File: config.mk
export PLATFORM = sky130hd
export DESIGN_NAME = index_range_stitcher
export DESIGN_NICKNAME = d
export VERILOG_FILES = /design/src/rtl/irs_pkg.sv /design/src/rtl/irs_front.sv /design/src/rtl/irs_queue.sv /design/src/rtl/irs_walker.sv /design/src/rtl/index_range_stitcher.sv
export SDC_FILE = /design/constraint.sdc
export NUM_CORES = 1
export LEC_CHECK = 0
export ABC_AREA = 0
export BUFFER_PORTS_ARGS = -buffer_cell sky130_fd_sc_hd__buf_2
export CORE_UTILIZATION = 64
export DETAILED_ROUTE_END_ITERATION = 7
export GPL_TIMING_DRIVEN = 1
export PLACE_DENSITY = 0.87
export SLEW_MARGIN = 10
export SYNTH_ARGS = -nofsm -noshare
export SYNTH_HDL_FRONTEND = slang
export SYNTH_SLANG_ARGS = --single-unit
File: constraint.sdc
create_clock -name clock -period 19.8 [get_ports clock]
set_input_delay 4.95 -clock clock [delete_from_list [all_inputs] [get_ports clock]]
set_output_delay 4.95 -clock clock [all_outputs]
set_load 0.01 [all_outputs]
File: src/rtl/irs_pkg.sv
package irs_pkg;

   // largest span of either range that is still walked
   localparam int MAX_SPAN = 32;
   localparam int SPAN_W   = $clog2(MAX_SPAN + 1);
   // triangle count per run, at most 2*MAX_SPAN-2
   localparam int CNT_W    = $clog2(2 * MAX_SPAN - 1);
   localparam int VAL_W    = 16;
   // integer part of a walk position, signed, room for one step past either end
   localparam int POS_W    = VAL_W + 2;

   typedef enum logic [1:0] {
      OUTCOME_TRIANGLE  = 2'd0,
      OUTCOME_EMPTY     = 2'd1,
      OUTCOME_OVER_SPAN = 2'd2
   } outcome_type;

   typedef enum logic [1:0] {
      WK_IDLE,
      WK_STEP,
      WK_SECOND
   } walk_state_type;

   // one classified transaction, handed from the front to the walker
   typedef struct packed {
      logic                     walk;     // 0: single status result
      outcome_type              outcome;
      logic signed [POS_W-1:0]  qa;       // start position, integer part
      logic        [SPAN_W-1:0] ra;       // start position, fraction in units of 1/len
      logic        [SPAN_W-1:0] step_a;   // |span a|
      logic                     desc_a;
      logic signed [POS_W-1:0]  qb;
      logic        [SPAN_W-1:0] rb;
      logic        [SPAN_W-1:0] step_b;
      logic                     desc_b;
      logic        [SPAN_W-1:0] len;
      logic        [CNT_W-1:0]  total;
   } irs_cmd_type;

endpackage

File: src/rtl/irs_front.sv
module irs_front
   import irs_pkg::*;
(
   input  logic              req_tvalid,
   output logic              req_tready,
   input  logic [63:0]       req_tdata,
   output logic              cmd_valid,
   input  logic              cmd_ready,
   output irs_cmd_type       cmd
);

   logic        [VAL_W-1:0]  a_start, a_end, b_start, b_end;
   logic signed [VAL_W:0]    da, db;
   logic        [VAL_W:0]    na, nb;
   logic        [SPAN_W-1:0] na_s, nb_s, len;
   logic        [SPAN_W:0]   span_sum;
   logic                     over, empty;

   assign a_start = req_tdata[15:0];
   assign a_end   = req_tdata[31:16];
   assign b_start = req_tdata[47:32];
   assign b_end   = req_tdata[63:48];

   // spans and their magnitudes
   assign da = $signed({1'b0, a_end}) - $signed({1'b0, a_start});
   assign db = $signed({1'b0, b_end}) - $signed({1'b0, b_start});
   assign na = da[VAL_W] ? (VAL_W + 1)'(0) - $unsigned(da) : $unsigned(da);
   assign nb = db[VAL_W] ? (VAL_W + 1)'(0) - $unsigned(db) : $unsigned(db);

   // classification: span limit first, then empty strip
   assign over     = (na > (VAL_W + 1)'(MAX_SPAN)) || (nb > (VAL_W + 1)'(MAX_SPAN));
   assign na_s     = na[SPAN_W-1:0];
   assign nb_s     = nb[SPAN_W-1:0];
   assign span_sum = {1'b0, na_s} + {1'b0, nb_s};
   assign empty    = span_sum < (SPAN_W + 1)'(3);
   assign len      = (na_s > nb_s) ? na_s : nb_s;

   // start positions; a descending range begins one step in
   always_comb begin
      cmd         = '0;
      cmd.walk    = !over && !empty;
      cmd.outcome = over ? OUTCOME_OVER_SPAN : (empty ? OUTCOME_EMPTY : OUTCOME_TRIANGLE);
      cmd.len     = len;
      cmd.total   = CNT_W'(span_sum - (SPAN_W + 1)'(2));
      cmd.step_a  = na_s;
      cmd.step_b  = nb_s;
      cmd.desc_a  = da[VAL_W];
      cmd.desc_b  = db[VAL_W];
      if (da[VAL_W]) begin
         cmd.qa = $signed({2'b00, a_start}) - POS_W'(1);
         cmd.ra = len - na_s;
      end else begin
         cmd.qa = $signed({2'b00, a_start});
         cmd.ra = '0;
      end
      if (db[VAL_W]) begin
         cmd.qb = $signed({2'b00, b_start}) - POS_W'(1);
         cmd.rb = len - nb_s;
      end else begin
         cmd.qb = $signed({2'b00, b_start});
         cmd.rb = '0;
      end
   end

   assign cmd_valid  = req_tvalid;
   assign req_tready = cmd_ready;

endmodule

File: src/rtl/irs_queue.sv
module irs_queue
   import irs_pkg::*;
(
   input  logic        clock,
   input  logic        reset,
   input  logic        push_valid,
   output logic        push_ready,
   input  irs_cmd_type push_cmd,
   output logic        pop_valid,
   input  logic        pop_ready,
   output irs_cmd_type pop_cmd
);

   irs_cmd_type mem_ff [2];
   logic        wr_ptr_ff, wr_ptr_in;
   logic        rd_ptr_ff, rd_ptr_in;
   logic [1:0]  fill_ff, fill_in;
   logic        do_push, do_pop;

   assign push_ready = fill_ff != 2'd2;
   assign pop_valid  = fill_ff != 2'd0;
   assign pop_cmd    = mem_ff[rd_ptr_ff];
   assign do_push    = push_valid && push_ready;
   assign do_pop     = pop_valid && pop_ready;

   // pointer and fill bookkeeping
   always_comb begin
      wr_ptr_in = do_push ? !wr_ptr_ff : wr_ptr_ff;
      rd_ptr_in = do_pop  ? !rd_ptr_ff : rd_ptr_ff;
      fill_in   = fill_ff + {1'b0, do_push} - {1'b0, do_pop};
   end

   always_ff @(posedge clock) begin
      if (reset) begin
         wr_ptr_ff <= 1'b0;
         rd_ptr_ff <= 1'b0;
         fill_ff   <= 2'd0;
      end else begin
         wr_ptr_ff <= wr_ptr_in;
         rd_ptr_ff <= rd_ptr_in;
         fill_ff   <= fill_in;
      end
   end

   // entry storage
   always_ff @(posedge clock) begin
      if (do_push) begin
         mem_ff[wr_ptr_ff] <= push_cmd;
      end
   end

endmodule

File: src/rtl/irs_walker.sv
module irs_walker
   import irs_pkg::*;
(
   input  logic              clock,
   input  logic              reset,
   input  logic              cmd_valid,
   output logic              cmd_ready,
   input  irs_cmd_type       cmd,
   output logic              rsp_tvalid,
   input  logic              rsp_tready,
   output logic [VAL_W-1:0]  corner_0,
   output logic [VAL_W-1:0]  corner_1,
   output logic [VAL_W-1:0]  corner_2,
   output outcome_type       outcome,
   output logic              last
);

   // position = q*len + r with 0 <= r < len; truncation toward zero
   function automatic logic signed [POS_W-1:0] trunc_pos(
      input logic signed [POS_W-1:0] q,
      input logic [SPAN_W-1:0]       r
   );
      logic signed [POS_W-1:0] res;
      res = q;
      if (q < 0 && r != '0) begin
         res = q + POS_W'(1);
      end
      return res;
   endfunction

   walk_state_type          state_ff, state_in;
   irs_cmd_type             cmd_ff, cmd_in;
   logic signed [POS_W-1:0] qa_ff, qa_in, qb_ff, qb_in;
   logic [SPAN_W-1:0]       ra_ff, ra_in, rb_ff, rb_in;
   logic [CNT_W-1:0]        count_ff, count_in;
   logic                    rsp_valid_ff, rsp_valid_in;
   logic [VAL_W-1:0]        c0_ff, c0_in, c1_ff, c1_in, c2_ff, c2_in;
   outcome_type             outcome_ff, outcome_in;
   logic                    last_ff, last_in;

   logic signed [POS_W-1:0] qa_n, qb_n;
   logic [SPAN_W-1:0]       ra_n, rb_n;
   logic [SPAN_W:0]         sum_a, sum_b;
   logic signed [POS_W-1:0] a0, a1, b0, b1;
   logic                    moved_a, moved_b, out_free, done;
   logic [CNT_W-1:0]        count_inc;

   // one dda step of both ranges
   always_comb begin
      sum_a = cmd_ff.desc_a ? {1'b0, ra_ff} + {1'b0, cmd_ff.len} - {1'b0, cmd_ff.step_a}
                            : {1'b0, ra_ff} + {1'b0, cmd_ff.step_a};
      sum_b = cmd_ff.desc_b ? {1'b0, rb_ff} + {1'b0, cmd_ff.len} - {1'b0, cmd_ff.step_b}
                            : {1'b0, rb_ff} + {1'b0, cmd_ff.step_b};
      qa_n = qa_ff;
      ra_n = sum_a[SPAN_W-1:0];
      if (cmd_ff.desc_a) begin
         if (ra_ff < cmd_ff.step_a) begin
            qa_n = qa_ff - POS_W'(1);
         end else begin
            ra_n = ra_ff - cmd_ff.step_a;
         end
      end else if (sum_a >= {1'b0, cmd_ff.len}) begin
         qa_n = qa_ff + POS_W'(1);
         ra_n = SPAN_W'(sum_a - {1'b0, cmd_ff.len});
      end
      qb_n = qb_ff;
      rb_n = sum_b[SPAN_W-1:0];
      if (cmd_ff.desc_b) begin
         if (rb_ff < cmd_ff.step_b) begin
            qb_n = qb_ff - POS_W'(1);
         end else begin
            rb_n = rb_ff - cmd_ff.step_b;
         end
      end else if (sum_b >= {1'b0, cmd_ff.len}) begin
         qb_n = qb_ff + POS_W'(1);
         rb_n = SPAN_W'(sum_b - {1'b0, cmd_ff.len});
      end
   end

   assign a0        = trunc_pos(qa_ff, ra_ff);
   assign a1        = trunc_pos(qa_n, ra_n);
   assign b0        = trunc_pos(qb_ff, rb_ff);
   assign b1        = trunc_pos(qb_n, rb_n);
   assign moved_a   = a1 != a0;
   assign moved_b   = b1 != b0;
   assign out_free  = !rsp_valid_ff || rsp_tready;
   assign count_inc = count_ff + CNT_W'(1);
   assign done      = count_inc == cmd_ff.total;
   assign cmd_ready = (state_ff == WK_IDLE) && out_free;

   // walk sequencer and result register
   always_comb begin
      state_in     = state_ff;
      cmd_in       = cmd_ff;
      qa_in        = qa_ff;
      ra_in        = ra_ff;
      qb_in        = qb_ff;
      rb_in        = rb_ff;
      count_in     = count_ff;
      rsp_valid_in = rsp_valid_ff && !rsp_tready;
      c0_in        = c0_ff;
      c1_in        = c1_ff;
      c2_in        = c2_ff;
      outcome_in   = outcome_ff;
      last_in      = last_ff;
      unique case (state_ff)
         WK_IDLE: begin
            if (cmd_valid && out_free) begin
               if (cmd.walk) begin
                  cmd_in   = cmd;
                  qa_in    = cmd.qa;
                  ra_in    = cmd.ra;
                  qb_in    = cmd.qb;
                  rb_in    = cmd.rb;
                  count_in = '0;
                  state_in = WK_STEP;
               end else begin
                  rsp_valid_in = 1'b1;
                  c0_in        = '0;
                  c1_in        = '0;
                  c2_in        = '0;
                  outcome_in   = cmd.outcome;
                  last_in      = 1'b1;
               end
            end
         end
         WK_STEP: begin
            if (out_free) begin
               outcome_in = OUTCOME_TRIANGLE;
               last_in    = done;
               c0_in      = a0[VAL_W-1:0];
               c1_in      = b0[VAL_W-1:0];
               c2_in      = moved_a ? a1[VAL_W-1:0] : b1[VAL_W-1:0];
               if (moved_a || moved_b) begin
                  rsp_valid_in = 1'b1;
                  count_in     = count_inc;
               end
               if (moved_a && moved_b && !done) begin
                  state_in = WK_SECOND;
               end else begin
                  qa_in = qa_n;
                  ra_in = ra_n;
                  qb_in = qb_n;
                  rb_in = rb_n;
                  if ((moved_a || moved_b) && done) begin
                     state_in = WK_IDLE;
                  end
               end
            end
         end
         WK_SECOND: begin
            if (out_free) begin
               rsp_valid_in = 1'b1;
               outcome_in   = OUTCOME_TRIANGLE;
               last_in      = done;
               c0_in        = a1[VAL_W-1:0];
               c1_in        = b0[VAL_W-1:0];
               c2_in        = b1[VAL_W-1:0];
               count_in     = count_inc;
               qa_in        = qa_n;
               ra_in        = ra_n;
               qb_in        = qb_n;
               rb_in        = rb_n;
               state_in     = done ? WK_IDLE : WK_STEP;
            end
         end
         default: begin
            state_in = WK_IDLE;
         end
      endcase
   end

   always_ff @(posedge clock) begin
      if (reset) begin
         state_ff     <= WK_IDLE;
         rsp_valid_ff <= 1'b0;
      end else begin
         state_ff     <= state_in;
         rsp_valid_ff <= rsp_valid_in;
      end
   end

   // walk and result payload
   always_ff @(posedge clock) begin
      cmd_ff     <= cmd_in;
      qa_ff      <= qa_in;
      ra_ff      <= ra_in;
      qb_ff      <= qb_in;
      rb_ff      <= rb_in;
      count_ff   <= count_in;
      c0_ff      <= c0_in;
      c1_ff      <= c1_in;
      c2_ff      <= c2_in;
      outcome_ff <= outcome_in;
      last_ff    <= last_in;
   end

   assign rsp_tvalid = rsp_valid_ff;
   assign corner_0   = c0_ff;
   assign corner_1   = c1_ff;
   assign corner_2   = c2_ff;
   assign outcome    = outcome_ff;
   assign last       = last_ff;

endmodule

File: src/rtl/index_range_stitcher.sv
// channel  dir  handshake              payload
// req      in   req_tvalid/req_tready  tdata: a start, a end, b start, b end
// rsp      out  rsp_tvalid/rsp_tready  tdata: corners 0..2, tuser: outcome, tlast
//
// a range pair is classified on entry and queued (two entries) for the walker
// the walker emits one triangle per cycle while rsp is not stalled, for a strip of
// total triangles, at most 2*MAX_SPAN-2; a status result is a single beat with tlast set
// reset clears the queue, the walker state and the result valid
// a stalled rsp holds the walker; req is taken while the queue has room
module index_range_stitcher
   import irs_pkg::*;
(
   input  logic        clock,
   input  logic        reset,
   input  logic        req_tvalid,
   output logic        req_tready,
   input  logic [63:0] req_tdata,   // row_a_start, row_a_end, row_b_start, row_b_end
   output logic        rsp_tvalid,
   input  logic        rsp_tready,
   output logic [47:0] rsp_tdata,   // corner_0, corner_1, corner_2
   output logic [1:0]  rsp_tuser,   // outcome
   output logic        rsp_tlast
);

   logic        front_valid, front_ready;
   irs_cmd_type front_cmd;
   logic        queue_valid, queue_ready;
   irs_cmd_type queue_cmd;
   logic [VAL_W-1:0] corner_0, corner_1, corner_2;
   outcome_type outcome;

   // classify the incoming transaction
   irs_front u_front (
      .req_tvalid (req_tvalid),
      .req_tready (req_tready),
      .req_tdata  (req_tdata),
      .cmd_valid  (front_valid),
      .cmd_ready  (front_ready),
      .cmd        (front_cmd)
   );

   // decouple front and walker
   irs_queue u_queue (
      .clock      (clock),
      .reset      (reset),
      .push_valid (front_valid),
      .push_ready (front_ready),
      .push_cmd   (front_cmd),
      .pop_valid  (queue_valid),
      .pop_ready  (queue_ready),
      .pop_cmd    (queue_cmd)
   );

   // dda walk and result register
   irs_walker u_walker (
      .clock      (clock),
      .reset      (reset),
      .cmd_valid  (queue_valid),
      .cmd_ready  (queue_ready),
      .cmd        (queue_cmd),
      .rsp_tvalid (rsp_tvalid),
      .rsp_tready (rsp_tready),
      .corner_0   (corner_0),
      .corner_1   (corner_1),
      .corner_2   (corner_2),
      .outcome    (outcome),
      .last       (rsp_tlast)
   );

   assign rsp_tdata = {corner_2, corner_1, corner_0};
   assign rsp_tuser = outcome;

endmodule
==> impl_metrics.py <==
metrics = {
    "detailed_routing": {
        "vias": 16550,
        "antenna_left": 0,
        "wl_per_cell_um": 20.29,
        "firstDrtPassIters": 6,
        "drc": 0,
        "via_per_inst": 6.304,
        "routed_wirelength_mm": 53.27,
        "drt_iter0_drc": 1576,
    },
    "clock_tree": {
        "cts_max_level": 1,
        "clk_path_buf_depth": 3,
        "cts.hold.buffers_added": 0,
        "cts_setup_buffers": 0,
        "root_buffer": "clkbuf_16",
        "cts.sinks": 289,
        "post_cts_resized": 0,
        "insertion_delay_ns": 0.59,
        "cts_tree": "done",
        "path_clk_slew_ns": 0.06,
        "cts_buffers": 30,
    },
    "pwr": {
        "p_seq_frac": 0.258,
        "power.density_nw_per_um2": 196.8,
        "p_clk_frac": 0.121,
        "totalPowerFinal_w": 0.004484,
        "p_comb_frac": 0.621,
        "switchingPower_w": 0.002125,
        "p_int_w": 0.002359,
        "leakage_nw": 8.636,
        "ir_drop_mv": 0.1098,
        "switching_share": 0.4740,
    },
    "timing": {
        "clock_skew_ns": 0.04215,
        "hold_viol": 0,
        "rsz0062_at_grt": "false",
        "layout_min_cycle_time_ns": 12.10,
        "setup_viol_count_final": 0,
        "max_freq_mhz": 82.62,
        "maxSlewHeadroom": 0.1612,
        "tightest_slew_ns": 1.247,
        "drv_slew": 0,
        "timing.final.crit_share": 0.6113,
        "finalSetupTns_ns": 0,
    },
    "global_routing": {
        "grt-ovfl-total": 0,
        "antenna_found_initial": 0,
        "grt_start_max_net_pins": 76,
        "grt_pass1_vias": 15730,
        "grt_pass1_wl_mm": 83.14,
        "gr-usage-all-layers": 0.3160,
    },
    "place": {
        "gp_congestion": 0.9702,
        "io_buffer_count": 120,
        "dpl_cell_area_um2": 21820,
        "hpwl_mm": 40.02,
    },
    "worst_setup_path": {
        "critPathBufInv": 5,
        "worst-setup-path-type": "primary input to flip-flop",
        "cp.required_ns": 20.09,
        "cp.arrival_ns": 12.40,
        "critPathMaxFanout": 17,
        "end_kind": "flip-flop",
        "worst_setup_path_start_kind": "primary input",
        "cpPeakStageDelay_ns": 0.61,
        "crit_family": "compound AO/OA/AOI/OAI gates",
        "r2r_start": "u_walker.cmd_ff[7]",
        "cp_num_cells": 28,
        "crit_path_start": "req_tdata[16]",
        "r2r_setup_slack_ns": 11.99,
        "cp_slowest_cell": "a221o_1",
        "reg2reg_to": "u_walker.qb_ff[14]",
        "endpoint": "u_queue.mem_ff[0][55]",
        "cp_common_cell": "a21o_1",
        "r2r_cells": 23,
    },
    "floorplan": {
        "fp-row-count": 65,
        "io_pins": 121,
        "initial_core_util": 0.6569,
        "die_x_um": 182.7,
        "core_um2": 31800,
        "dieArea_um2": 33360,
        "die_y_um": 182.7,
    },
    "yosys": {
        "synth-main-ff-cell": "edfxtp_1",
        "syn_area_um2": 20890,
        "synth_cells": 2083,
        "yosys_warnings": 0,
        "synth_area_leader_cell": "edfxtp_1",
        "synth-edff-count": 281,
        "synth_top_area_share": 0.4040,
        "syn_avg_cell_area_um2": 10.03,
        "syn_nets": 2297,
        "yosys_register_bits": 289,
        "yosysSeqAreaShare": 0.4116,
        "synth_cell_type_count": 110,
        "netlist_top_cells_area": "edfxtp_1, ha_1, xnor2_1, nor2_1, xor2_1",
        "async_flop_share": 0,
    },
    "outcome": {
        "status": "finished clean",
    },
    "layout": {
        "diodes": 0,
        "areaGrowthSynthToFinish_pct": 9.057,
        "final_area_um2": 22780,
        "final_nets": 2381,
        "layout-drive-gt1-share": 0.1297,
    },
    "flow_run": {
        "cap_viol_max_count": 0,
    },
    "worst_hold_path": {
        "hp-class": "flip-flop to flip-flop",
    },
}
metal layers:
layer	track usage	vias to the layer above	wire length, um
li1	-	7741	-
met1	0.4234	7871	21980
met2	0.5281	811	25350
met3	0.04051	126	4080
met4	0.1119	0	1855
met5	0	-	0
worst min-delay path by stage:
stage,startpoint,cells past startpoint,slack (ns),endpoint
floorplan,u_queue.rd_ptr_ff,2,0.47,flip-flop
global placement,u_queue.rd_ptr_ff,2,0.48,flip-flop
detailed placement,u_queue.rd_ptr_ff,2,0.51,u_queue.rd_ptr_ff
CTS,u_queue.rd_ptr_ff,2,0.53,u_queue.rd_ptr_ff
global route,u_queue.mem_ff[1][7],1,0.56,u_walker.cmd_ff[7]
finish,u_queue.rd_ptr_ff,2,0.53,u_queue.rd_ptr_ff
Yosys cell counts, types with 22 or more instances:
cell type	number
nor2_1	196
fa_1	23
o21ai_0	89
a21o_1	31
a211oi_1	22
nor2b_1	31
xnor2_1	127
mux2i_1	58
nand4_1	23
nand2b_1	24
edfxtp_1	281
clkbuf_1	46
and3_1	22
buf_2	22
nor3_1	45
mux2_2	36
a21oi_1	90
inv_1	160
and2_1	24
xor2_1	75
nand3_1	46
nand2_1	135
or3_1	22
ha_1	123
state kept, by name (all words and copies together) (netlist names), 6 cells and up, named ones only:
name	flops
u_walker.corner_1	16
u_queue.mem_ff	150
u_walker.corner_0	16
u_walker.qa_ff	18
u_walker.corner_2	16
u_walker.count_ff	6
u_walker.qb_ff	18
u_walker.cmd_ff	26
u_walker.ra_ff	6
u_walker.rb_ff	6
worst min-delay path, cell delays in order (launching register included):
cell and delay, ns:
dfxtp_1 0.32, xor2_1 0.07, nor2_1 0.09
power by group through the flow:
stage               combinational [W]  clock (W)  sequential [W]
finish                        0.00278   0.000544         0.00116
floorplan                     0.00205          0         0.00112
detailed placement            0.00270          0         0.00116
global placement              0.00263          0         0.00115
CTS                           0.00273   0.000548         0.00115
global route                  0.00301   0.000569         0.00117
cell usage in the layout, fill, tap and decap left out, types with 8 or more instances in the layout:
cell type / n
o22a_1: 16
o21a_1: 15
fa_1: 23
ha_1: 122
nor3_1: 44
xnor2_1: 127
clkinv_1: 9
xor2_1: 75
nor2_1: 193
o211ai_1: 16
o31ai_1: 11
a21oi_1: 89
nand2_1: 135
inv_1: 160
nor3b_1: 10
buf_2: 120
nand4_1: 23
mux2_2: 36
nand2b_1: 24
and2_1: 24
a31oi_1: 15
nand3_1: 46
or3_1: 22
o21bai_1: 9
buf_4: 15
a22oi_1: 8
mux2i_1: 58
o21ai_0: 89
o22ai_1: 13
clkbuf_16: 30
and3_1: 21
nor4_1: 13
edfxtp_1: 281
a211oi_1: 22
nor2b_1: 31
a21o_1: 31
a32oi_1: 9
per-stage QoR:
step	hold WS [ns]	utilization	worst slack (ns)	std cells
global placement	0.4841	0.6861	7.767	2569
detailed placement	0.5136	0.6861	7.274	2569
CTS	0.5280	0.7160	7.856	2624
finish	0.5268	0.7164	7.697	2625
global route	0.5611	0.7164	7.351	2625
floorplan	0.4725	-	8.592	2083
cells by family (layout without fill, tap and decap cells):
group                      Yosys count  count (layout)  synth area share
and+or+nand+nor                    651             651            0.1599
AOI/OAI and AO/OA                  450             450            0.1515
xor gates and xnor gates           203             203           0.08577
adders and majority gates          146             146           0.09572
DFF                                289             289            0.4116
muxes                               95              95           0.04774
buffers and inverters              249             356           0.04768
layout make-up:
type | count | area, um2
fill | 2259 | 9019
inverter | 165 | 619.3
clock buffer | 36 | 773.2
multi-input combinational | 1545 | 11340
tap | 435 | 544.3
sequential | 289 | 8602
clock inverter | 19 | 177.7
timing repair buffer | 136 | 724.4
No activity file was read; power rests on OpenSTA's default activity.
